## config.mk

```make
export PLATFORM = sky130hd
export DESIGN_NAME = cancellable_fifo_task_queue
export DESIGN_NICKNAME = d
export VERILOG_FILES = /design/src/design/cft_pkg.sv /design/src/design/cancellable_fifo_task_queue.sv
export SDC_FILE = /design/constraint.sdc
export NUM_CORES = 1
export LEC_CHECK = 0
export BUFFER_PORTS_ARGS = -buffer_cell sky130_fd_sc_hd__buf_2
export CORE_MARGIN = 2
export CORE_UTILIZATION = 40
export CTS_CLUSTER_SIZE = 30
export DETAILED_ROUTE_END_ITERATION = 10
export SYNTH_ARGS = -nofsm -noshare
export SYNTH_HDL_FRONTEND = slang
export SYNTH_SLANG_ARGS = --single-unit
```

## constraint.sdc

```tcl
create_clock -name clock -period 19.37 [get_ports clock]
set_input_delay 3.874 -clock clock [delete_from_list [all_inputs] [get_ports clock]]
set_output_delay 3.874 -clock clock [all_outputs]
set_load 0.02 [all_outputs]
```

## src/design/cft_pkg.sv

```systemverilog
// ----------------------------------------------------------------------------
// cft_pkg: shared types for the cancellable FIFO task queue
// Word layouts for the request and response channels, the operation and
// status codes, the stored entry layout and the default queue depth.
// ----------------------------------------------------------------------------
package cft_pkg;

   // default number of entries the queue holds
   localparam int unsigned QUEUE_DEPTH_DEFAULT = 16;

   // operation codes carried in a request word
   typedef enum logic [1:0] {
      MODE_ADMIT  = 2'd0,
      MODE_SELECT = 2'd1,
      MODE_REVOKE = 2'd2,
      MODE_CLEAR  = 2'd3
   } mode_type;

   // completion codes carried in a response word
   typedef enum logic [1:0] {
      STATUS_DONE    = 2'd0,
      STATUS_MISS    = 2'd1,
      STATUS_FULL    = 2'd2,
      STATUS_NO_TASK = 2'd3
   } status_type;

   // request word
   typedef struct packed {
      mode_type    mode;
      logic        task_present;
      logic [15:0] task_handle;
      logic [31:0] request_key;
      logic [15:0] model_tag;
   } req_word_type;

   // response word
   typedef struct packed {
      status_type  status;
      logic [15:0] out_task_handle;
      logic [15:0] out_model_tag;
      logic        cancel_signal;
      logic [4:0]  pending_count;
      logic        ready_res;
   } rsp_word_type;

   // one stored entry: tag in the top bits, key in the middle, handle low
   typedef struct packed {
      logic [15:0] model_tag;
      logic [31:0] request_key;
      logic [15:0] task_handle;
   } entry_type;

endpackage

```

## src/design/cancellable_fifo_task_queue.sv

```systemverilog
// ----------------------------------------------------------------------------
// cancellable_fifo_task_queue: FIFO of task entries with cancel by key
// Circular queue in a single memory, driven by a small sequencer around
// one shared slot-address unit (head plus offset, wrapped at the depth).
// ----------------------------------------------------------------------------
// One request word gives one response word. Admit, clear and any refused
// request pass from acceptance through the done state before the next word
// can be taken; select first reads the oldest entry. Revoke walks the queue
// one entry at a time (memory read, then key compare) and on a hit moves
// every younger entry up one place, one entry at a time (read, write back).
// The single memory port and the shared slot-address unit keep these steps
// sequential. The request side is stalled while a word is in work; a
// finished response sits in an output register, so the next request is
// taken while that response still waits.
// The entry memory is not cleared at reset; only data from occupied slots is used.
module cancellable_fifo_task_queue
   import cft_pkg::*;
#(
   parameter int unsigned QUEUE_DEPTH = QUEUE_DEPTH_DEFAULT
) (
   input  logic         clock,
   input  logic         reset,
   input  logic         req_valid,
   output logic         req_stall,
   input  req_word_type req_word,
   output logic         rsp_valid,
   input  logic         rsp_stall,
   output rsp_word_type rsp_word
);

   localparam int unsigned IDX_W = (QUEUE_DEPTH > 1) ? $clog2(QUEUE_DEPTH) : 1;
   localparam int unsigned CNT_W = $clog2(QUEUE_DEPTH + 1);
   localparam logic [CNT_W-1:0] DEPTH_CNT = CNT_W'(QUEUE_DEPTH);
   localparam logic [IDX_W:0]   DEPTH_SUM = (IDX_W + 1)'(QUEUE_DEPTH);
   localparam int unsigned PEND_W = $bits(rsp_word.pending_count);

   typedef enum logic [2:0] {
      S_IDLE,
      S_SEL_RD,
      S_SCAN,
      S_CHECK,
      S_MOVE_RD,
      S_MOVE_WR,
      S_DONE
   } state_type;

   state_type        state_ff, state_in;
   logic [IDX_W-1:0] head_ff, head_in;
   logic [CNT_W-1:0] count_ff, count_in;
   logic [CNT_W-1:0] pos_ff, pos_in;
   logic [31:0]      key_ff, key_in;
   status_type       res_status_ff, res_status_in;
   logic [15:0]      res_handle_ff, res_handle_in;
   logic [15:0]      res_tag_ff, res_tag_in;
   logic             res_cancel_ff, res_cancel_in;
   logic             rsp_valid_ff, rsp_valid_in;
   rsp_word_type     rsp_word_ff, rsp_word_in;

   entry_type        entry_store_ff [QUEUE_DEPTH];
   entry_type        entry_rd_ff;
   entry_type        mem_wr_data;
   logic             mem_wr_en;

   logic             req_take;
   logic [IDX_W-1:0] unit_pos;
   logic [IDX_W:0]   unit_sum;
   logic [IDX_W-1:0] unit_slot;
   logic [CNT_W-1:0] pos_next;

   assign req_stall = (state_ff != S_IDLE);
   assign req_take  = req_valid && !req_stall;
   assign rsp_valid = rsp_valid_ff;
   assign rsp_word  = rsp_word_ff;
   assign pos_next  = pos_ff + CNT_W'(1);

   // pick the queue position the slot unit converts this cycle
   always_comb begin
      unique case (state_ff)
         S_IDLE:    unit_pos = (req_word.mode == MODE_ADMIT) ? count_ff[IDX_W-1:0] : '0;
         S_SEL_RD:  unit_pos = IDX_W'(1);
         S_SCAN:    unit_pos = pos_ff[IDX_W-1:0];
         S_MOVE_RD: unit_pos = pos_next[IDX_W-1:0];
         S_MOVE_WR: unit_pos = pos_ff[IDX_W-1:0];
         default:   unit_pos = '0;
      endcase
   end

   // shared slot unit: head plus position, wrapped at the depth
   assign unit_sum  = {1'b0, head_ff} + {1'b0, unit_pos};
   assign unit_slot = (unit_sum >= DEPTH_SUM) ? IDX_W'(unit_sum - DEPTH_SUM)
                                              : unit_sum[IDX_W-1:0];

   // write new entries on admit, move entries up during compaction
   assign mem_wr_en = (req_take && (req_word.mode == MODE_ADMIT) && req_word.task_present &&
                       (count_ff != DEPTH_CNT)) || (state_ff == S_MOVE_WR);
   always_comb begin
      if (state_ff == S_MOVE_WR) begin
         mem_wr_data = entry_rd_ff;
      end else begin
         mem_wr_data.model_tag   = req_word.model_tag;
         mem_wr_data.request_key = req_word.request_key;
         mem_wr_data.task_handle = req_word.task_handle;
      end
   end

   // entry memory with registered read
   always_ff @(posedge clock) begin
      if (mem_wr_en) begin
         entry_store_ff[unit_slot] <= mem_wr_data;
      end
      entry_rd_ff <= entry_store_ff[unit_slot];
   end

   // sequencer
   always_comb begin
      state_in      = state_ff;
      head_in       = head_ff;
      count_in      = count_ff;
      pos_in        = pos_ff;
      key_in        = key_ff;
      res_status_in = res_status_ff;
      res_handle_in = res_handle_ff;
      res_tag_in    = res_tag_ff;
      res_cancel_in = res_cancel_ff;
      rsp_valid_in  = rsp_valid_ff && rsp_stall;
      rsp_word_in   = rsp_word_ff;

      unique case (state_ff)
         S_IDLE: begin
            if (req_take) begin
               res_status_in = STATUS_DONE;
               res_handle_in = '0;
               res_tag_in    = '0;
               res_cancel_in = 1'b0;
               key_in        = req_word.request_key;
               pos_in        = '0;
               state_in      = S_DONE;
               unique case (req_word.mode)
                  MODE_ADMIT: begin
                     if (!req_word.task_present) begin
                        res_status_in = STATUS_NO_TASK;
                     end else if (count_ff == DEPTH_CNT) begin
                        res_status_in = STATUS_FULL;
                     end else begin
                        count_in = count_ff + CNT_W'(1);
                     end
                  end
                  MODE_SELECT: begin
                     if (count_ff == '0) begin
                        res_status_in = STATUS_MISS;
                     end else begin
                        state_in = S_SEL_RD;
                     end
                  end
                  MODE_REVOKE: begin
                     if (count_ff == '0) begin
                        res_status_in = STATUS_MISS;
                     end else begin
                        state_in = S_SCAN;
                     end
                  end
                  MODE_CLEAR: begin
                     head_in  = '0;
                     count_in = '0;
                  end
                  default: begin
                     state_in = S_DONE;
                  end
               endcase
            end
         end
         S_SEL_RD: begin
            // pop the oldest entry
            res_handle_in = entry_rd_ff.task_handle;
            res_tag_in    = entry_rd_ff.model_tag;
            head_in       = unit_slot;
            count_in      = count_ff - CNT_W'(1);
            state_in      = S_DONE;
         end
         S_SCAN: begin
            state_in = S_CHECK;
         end
         S_CHECK: begin
            if (entry_rd_ff.request_key == key_ff) begin
               res_handle_in = entry_rd_ff.task_handle;
               if (pos_next < count_ff) begin
                  state_in = S_MOVE_RD;
               end else begin
                  res_cancel_in = 1'b1;
                  count_in      = count_ff - CNT_W'(1);
                  state_in      = S_DONE;
               end
            end else if (pos_next == count_ff) begin
               res_status_in = STATUS_MISS;
               state_in      = S_DONE;
            end else begin
               pos_in   = pos_next;
               state_in = S_SCAN;
            end
         end
         S_MOVE_RD: begin
            state_in = S_MOVE_WR;
         end
         S_MOVE_WR: begin
            // close the gap one entry at a time
            pos_in = pos_next;
            if ((pos_next + CNT_W'(1)) < count_ff) begin
               state_in = S_MOVE_RD;
            end else begin
               res_cancel_in = 1'b1;
               count_in      = count_ff - CNT_W'(1);
               state_in      = S_DONE;
            end
         end
         S_DONE: begin
            // hand the result to the output register once it is free
            if (!rsp_valid_ff || !rsp_stall) begin
               rsp_valid_in                = 1'b1;
               rsp_word_in.status          = res_status_ff;
               rsp_word_in.out_task_handle = res_handle_ff;
               rsp_word_in.out_model_tag   = res_tag_ff;
               rsp_word_in.cancel_signal   = res_cancel_ff;
               rsp_word_in.pending_count   = PEND_W'(count_ff);
               rsp_word_in.ready_res       = (count_ff != '0);
               state_in                    = S_IDLE;
            end
         end
         default: begin
            state_in = S_IDLE;
         end
      endcase
   end

   always_ff @(posedge clock) begin
      if (reset) begin
         state_ff     <= S_IDLE;
         head_ff      <= '0;
         count_ff     <= '0;
         rsp_valid_ff <= 1'b0;
      end else begin
         state_ff     <= state_in;
         head_ff      <= head_in;
         count_ff     <= count_in;
         rsp_valid_ff <= rsp_valid_in;
      end
      pos_ff        <= pos_in;
      key_ff        <= key_in;
      res_status_ff <= res_status_in;
      res_handle_ff <= res_handle_in;
      res_tag_ff    <= res_tag_in;
      res_cancel_ff <= res_cancel_in;
      rsp_word_ff   <= rsp_word_in;
   end

   // occupancy never goes past the depth
   assert property (@(posedge clock) disable iff (reset) count_ff <= DEPTH_CNT)
      else $error("queue count exceeds depth");

   // a response appears only after the sequencer finished a word
   assert property (@(posedge clock) disable iff (reset)
      $rose(rsp_valid_ff) |-> $past(state_ff == S_DONE))
      else $error("response raised outside of completion");

   // a cancel is only reported for a successful revoke
   assert property (@(posedge clock) disable iff (reset)
      rsp_valid_ff && rsp_word_ff.cancel_signal |-> rsp_word_ff.status == STATUS_DONE)
      else $error("cancel reported with failing status");

   // ready flag agrees with the pending count
   assert property (@(posedge clock) disable iff (reset)
      rsp_valid_ff |-> (rsp_word_ff.ready_res == (rsp_word_ff.pending_count != '0)))
      else $error("ready flag disagrees with pending count");

endmodule
```

### Word-level counts from Yosys, hierarchy flattened

Memory sizes are Yosys's and may differ from the RTL's. A register that Yosys moved wholly into a read port is not among the register bits.
Index checks and enable logic that the tools add are counted.

| storage, ports and cells | value |
|---|---|
| register bits after elaboration | 126 |
| ROM bits | 0 |
| word-level logic and storage cells | 133 |
| memories kept | 1 |
| output and inout port bits | 43 |
| memory bits (writable) | 1,024 |
| latch bits | 0 |
| bits of input ports | 71 |

Memory list:

| memory | words | width | rd ports | clocked after memory_dff | wr ports | line | RTL |
|---|---|---|---|---|---|---|---|
| entry_store_ff | 16 | 64 | 1 | 1 | 1 | cancellable_fifo_task_queue.sv:59 | `entry_type entry_store_ff [QUEUE_DEPTH];` |

| operators by class | value |
|---|---|
| bitwise gates (word level) | 0 |
| multiplexer cells | 50 |
| reduce and logical (&&, ||, !) cells | 32 |
| multiply operators | 0 |
| add/subtract/negate cells | 6 |
| eq/ne operators | 25 |
| $lt $le $gt $ge | 3 |
| divide/modulo/power cells | 0 |
| shifts and indexed selects | 0 |

Operators by type and width:

| cell | count |
|---|---|
| $mux 64 | 1 |
| $pmux 16 s3 | 1 |
| $mux 5 | 9 |
| $eq 32x32->1 | 1 |
| $mux 16 | 2 |
| $pmux 16 s2 | 1 |
| $pmux 3 s7 | 1 |
| $pmux 5 s4 | 1 |
| $mux 3 | 6 |
| $mux 4 | 4 |
| $ne 2x2->1 const B | 8 |
| $pmux 4 s4 | 1 |
| $add 5x1->5 const B | 3 |
| $pmux 5 s3 | 1 |
| $mux 2 | 7 |
| $lt 5x5->1 | 2 |
| $pmux 5 s2 | 1 |
| $eq 3x3->1 const B | 3 |
| $mux 1 | 9 |
| $reduce_bool 3->1 | 3 |
| $pmux 2 s2 | 2 |
| $pmux 4 s2 | 1 |
| $reduce_and 2->1 | 4 |
| $reduce_and 4->1 | 2 |
| 29 further kinds | 42 |

### Longest topological paths before layout

| logic depth | value |
|---|---|
| depth after elaboration | 9 |
| mapped depth | 16 |
| depth with buffers taken out | 14 |

### Least setup slack after synthesis

No wires, ideal clock.

| path | value |
|---|---|
| path type | input to register |
| start | input port req_word[65] (netlist name) |
| end | memory entry_store_ff[0][0] (netlist name), enable pin |
| library setup time | 487 ps |
| data required time | 18,883 ps |
| stages | 13 |
| data arrival time | 8,996 ps |
| slack | 9,887 ps |
| buffers on the path | 3 |
| cells stage by stage | inv_1 ha_1 nand2_1 a221oi_1 a21oi_1 a21oi_1 ha_1 fa_1 clkbuf_1 clkbuf_1 clkbuf_1 or3_1 nor2_1 |

| on the way | value |
|---|---|
| cells in the longest elaborated chain, start to end | 7 |
| elaborated cells between the ends (all ways) | 13 |
| classes of those cells | add/sub: 2; order compare: 1; mux: 5; reduce/logical: 5 |

RTL lines:

| what | line | RTL |
|---|---|---|
| from (decl) | cancellable_fifo_task_queue.sv:25 | `input req_word_type req_word,` |
| $logic_not 2->1 * | cancellable_fifo_task_queue.sv:79, cancellable_fifo_task_queue.sv:94 |  |
| branches (longest 6 deep; another with $add 4x4->5) | - |  |
| to (decl) | cancellable_fifo_task_queue.sv:59 |  |

Every way passes the cells marked *.

### Worst setup path after layout

| path | value |
|---|---|
| start | input port req_word[65] (netlist name) |
| end | memory entry_store_ff[9][56] (netlist name), enable pin |

Same word-level chain as after synthesis.

==> out/qor.csv <==
stage,metric,value,unit
run_status,status,"complete, no violations",
sta,setup_tns,0,ps
layout,Nets,2400,
worst_setup_path,Critical Path Sink Type,flop,
global_route,vias in the first global route,22388,
sta,time the worst path needs with I/O delays and setup,9140,ps
place,Placed Instances,3694,
layout,non-filler instance count after layout,3924,
worst_setup_path,max incr delay on CP,960,ps
place,routability cong.,0.804,
cts,clk buf depth,3,
floorplan,cell row count,124,
sta,Worst-Margin Slew,1230,ps
detailed_routing,Post-Route WL,103000,um
yosys,Yosys Warn Count,0,
power_and_ir_drop,PwrDens,172,mW/mm2
cts,Num CTS Buffers,120,
worst_setup_path,startpoint class of the critical path,primary input,
worst_setup_path,CP most frequent cell,a21oi_1,
sta,clk_skew,40.7,ps
layout,layout cells sized above 1,0.282,
floorplan,Top Ports,114,
cts,CTS tree,built,
floorplan,die height,344,um
sta,Hold Fails Final Rpt,0,
global_route,GR Overflow Total,0,
place,Area after DPL,0.0486,mm2
global_route,Total Routing Usage GR,0.175,
layout,cell area after layout,0.0525,mm2
run,Max Cap Violations,0,
layout,fillers,9422,
floorplan,die width,344,um
floorplan,die area,0.118,mm2
yosys,Syn Area/Cell,21.6,um2
detailed_routing,Pre-Repair DR Iteration Count,5,
yosys,"EDFF count, synth",1137,
detailed_routing,Vias,21499,
power_and_ir_drop,VDD IR-drop max,180,uV
cts,"Hold-fix buffers, CTS",0,
detailed_routing,drt wl/cell,26.1,um
worst_setup_path,crit-path leading delay family,buffers and inverters,
yosys,Synth Flop Type,edfxtp_1,
cts,Num Clock Sinks,1214,
sta,relative slew slack,0.178,
yosys,"Seq/Total Area, Yosys",0.774,
worst_setup_path,Critical Path Fanout Max,52,
layout,FF+latch area,0.0357,mm2
cts,postcts setup bufs,0,
place,Port Buf Inserts,113,
global_route,largest net degree at the start of global routing,140,
yosys,post-synthesis cell count,2135,
yosys,#FFs+latches synth,1214,
yosys,syn_nets,2231,
sta,final period utilization,0.472,
cts,Post-CTS Resized,0,
cts,Worst-Skew Late Latency,720,ps
power_and_ir_drop,Leakage,16.8,nW
cts,clk root buf,clkbuf_16,
worst_setup_path,WP data required,19690,ps
worst_setup_path,Worst Path Arrival,9460,ps
yosys,asr flop ratio synth,0,
worst_setup_path,WS Path Type,in -> reg,
worst_setup_path,CP bufs+invs,4,
sta,final setup vio count,0,
place,post-DP HPWL,56900,um
worst_setup_path,Crit-path slowest cell,buf_4,
floorplan,Initial Util,0.403,
sta,RSZ-0062 raised after global routing,false,
worst_setup_path,"Cell Chain, Critical Path","buf_2, inv_1, ha_1, nand2_1, a221oi_1, a21oi_1, a21oi_1, ha_4, a21o_1, a21oi_1, xnor2_1, xnor2_4, buf_4, nand2_1, nor2_4, buf_4",
power_and_ir_drop,Tot Pwr,9.04,mW
global_route,initial antenna violation count,7,
detailed_routing,Post-DRT Antenna Nets,0,
yosys,Yosys cell types,55,
layout,Multi-input gate area,0.0101,mm2
detailed_routing,vias per cell,5.48,
global_route,first-pass GRT wire length,151000,um
yosys,mapped cell area,0.0461,mm2
floorplan,core area,0.114,mm2
detailed_routing,Starting DRT DRC Count,2147,
cts,"Clk pin slew, worst setup/hold paths",60,ps
sta,Slew Limit Fails,0,
sta,f_max,109,MHz
layout,area delta synth->final,13.7,%
min_path,Hold/Removal Path Class,reg -> reg,
detailed_routing,DRC,0,
cts,htree depth,3,
[final timing paths]
check | slack [ps] | end | cells past startpoint | start
setup / recovery | 10230 | entry_store_ff[9][56] | 16 | req_word[65]
hold / removal | 410 | rsp_word[25] | 0 | res_handle_ff[2]
setup reg to reg | 12490 | entry_store_ff[9][56] | 13 | state_ff[2]
hold reg to reg | 410 | rsp_word[25] | 0 | res_handle_ff[2]
[report_power, final]
group,total (mW),switching [mW],internal (mW)
Combinational,3.39,1.71,1.68
Sequential,3.39,0.130,3.26
Clock,2.26,0.968,1.29
[per-stage QoR]
stage | hold WS (ps) | utilization | setup slack, ps
after floorplan | 400 | - | 9890
final | 413 | 0.459 | 10230
after detailed placement | 405 | 0.425 | 9450
after global routing | 422 | 0.459 | 9900
after CTS | 401 | 0.459 | 10180
after global placement | 401 | 0.425 | 9610
[flip-flops by register name, summed over array words and instances, names as in the netlist, 4 cells and up]
register	count
entry_store_ff	1024
entry_rd_ff	64
rsp_word	41
key_ff	32
res_handle_ff	16
res_tag_ff	16
count_ff	5
pos_ff	5
head_ff	4
[worst register-to-register path, cell delays in order (launching register included)]
cell and delay (ps):
dfxtp_1 850, nor2b_1 500, and2_4 400, a21oi_1 120, nand2_1 120, ha_1 230, a21o_1 160, a21oi_1 190
xnor2_1 170, xnor2_4 620, buf_4 970, nand2_1 520, nor2_4 830, buf_4 780
[synth_stat cells (all sizes together), types with 3 or more instances]
cell       n  area, um2
nand4      6       37.5
a311oi     3       26.3
o21a       3       22.5
edfxtp  1137      34100
a211oi     3       22.5
ha        24        300
o21ai      9       48.8
nand2    210        788
clkbuf    43        161
nor4       8       50.1
nor2b      5       31.3
xor2      35        307
o31ai      4       35.0
nand2b     3       18.8
and3      18        113
nand3      9       45.0
dfxtp     77       1540
inv       21       78.8
a221oi     3       26.3
a21o       5       37.5
a21oi     23        115
mux4     320       7210
nor2      44        165
nor3      10       65.1
and2      18        113
buf       56        290
xnor2      6       60.1
a22oi      7       52.6
[cell usage in the layout (no fill, tap or decap), types with 4 or more instances in the layout]
cell	n
mux4_2	320
edfxtp_1	1137
a21o_1	5
nand4_1	6
clkinvlp_4	6
clkbuf_8	8
a21oi_1	22
nor2b_1	5
nand2_1	209
clkbuf_1	20
and2_1	16
bufinv_16	8
and3_1	18
clkinv_1	28
inv_1	21
nor3_1	7
dfxtp_1	77
o21ai_0	8
xor2_1	35
nor2_1	27
xnor2_1	4
inv_6	4
ha_1	23
clkbuf_16	122
buf_4	31
nor4_1	8
nor2_4	16
a22oi_1	7
clkinv_2	28
buf_2	113
nand3_1	9
[layer usage]
metal	routed length, um	global-route usage	vias to the layer above
li1	-	-	9123
met1	44600	0.248	11515
met2	49700	0.284	699
met3	6010	0.0288	162
met4	2180	0.0418	0
met5	0	0	-
[layout make-up]
cell class                 count  share of cell area
antenna                        3            0.000143
clock buffer                 150              0.0617
clock inverter                77              0.0119
inverter                      21             0.00150
multi-input combinational    801               0.192
sequential                  1214               0.680
tap                         1512              0.0361
timing repair buffer         146              0.0160
[logic make-up after synthesis]
| logic type | after synthesis | synth area share |
|---|---|---|
| multiplexers | 320 | 0.156 |
| adder cells (fa/ha/maj) | 25 | 0.00695 |
| AO/OA/AOI/OAI | 76 | 0.0113 |
| flip-flops | 1214 | 0.774 |
| AND/OR/NAND/NOR | 339 | 0.0322 |
| XOR/XNOR | 41 | 0.00795 |
| buffers and inverters | 120 | 0.0115 |
Note: power is estimated with default switching activity, not from simulation.
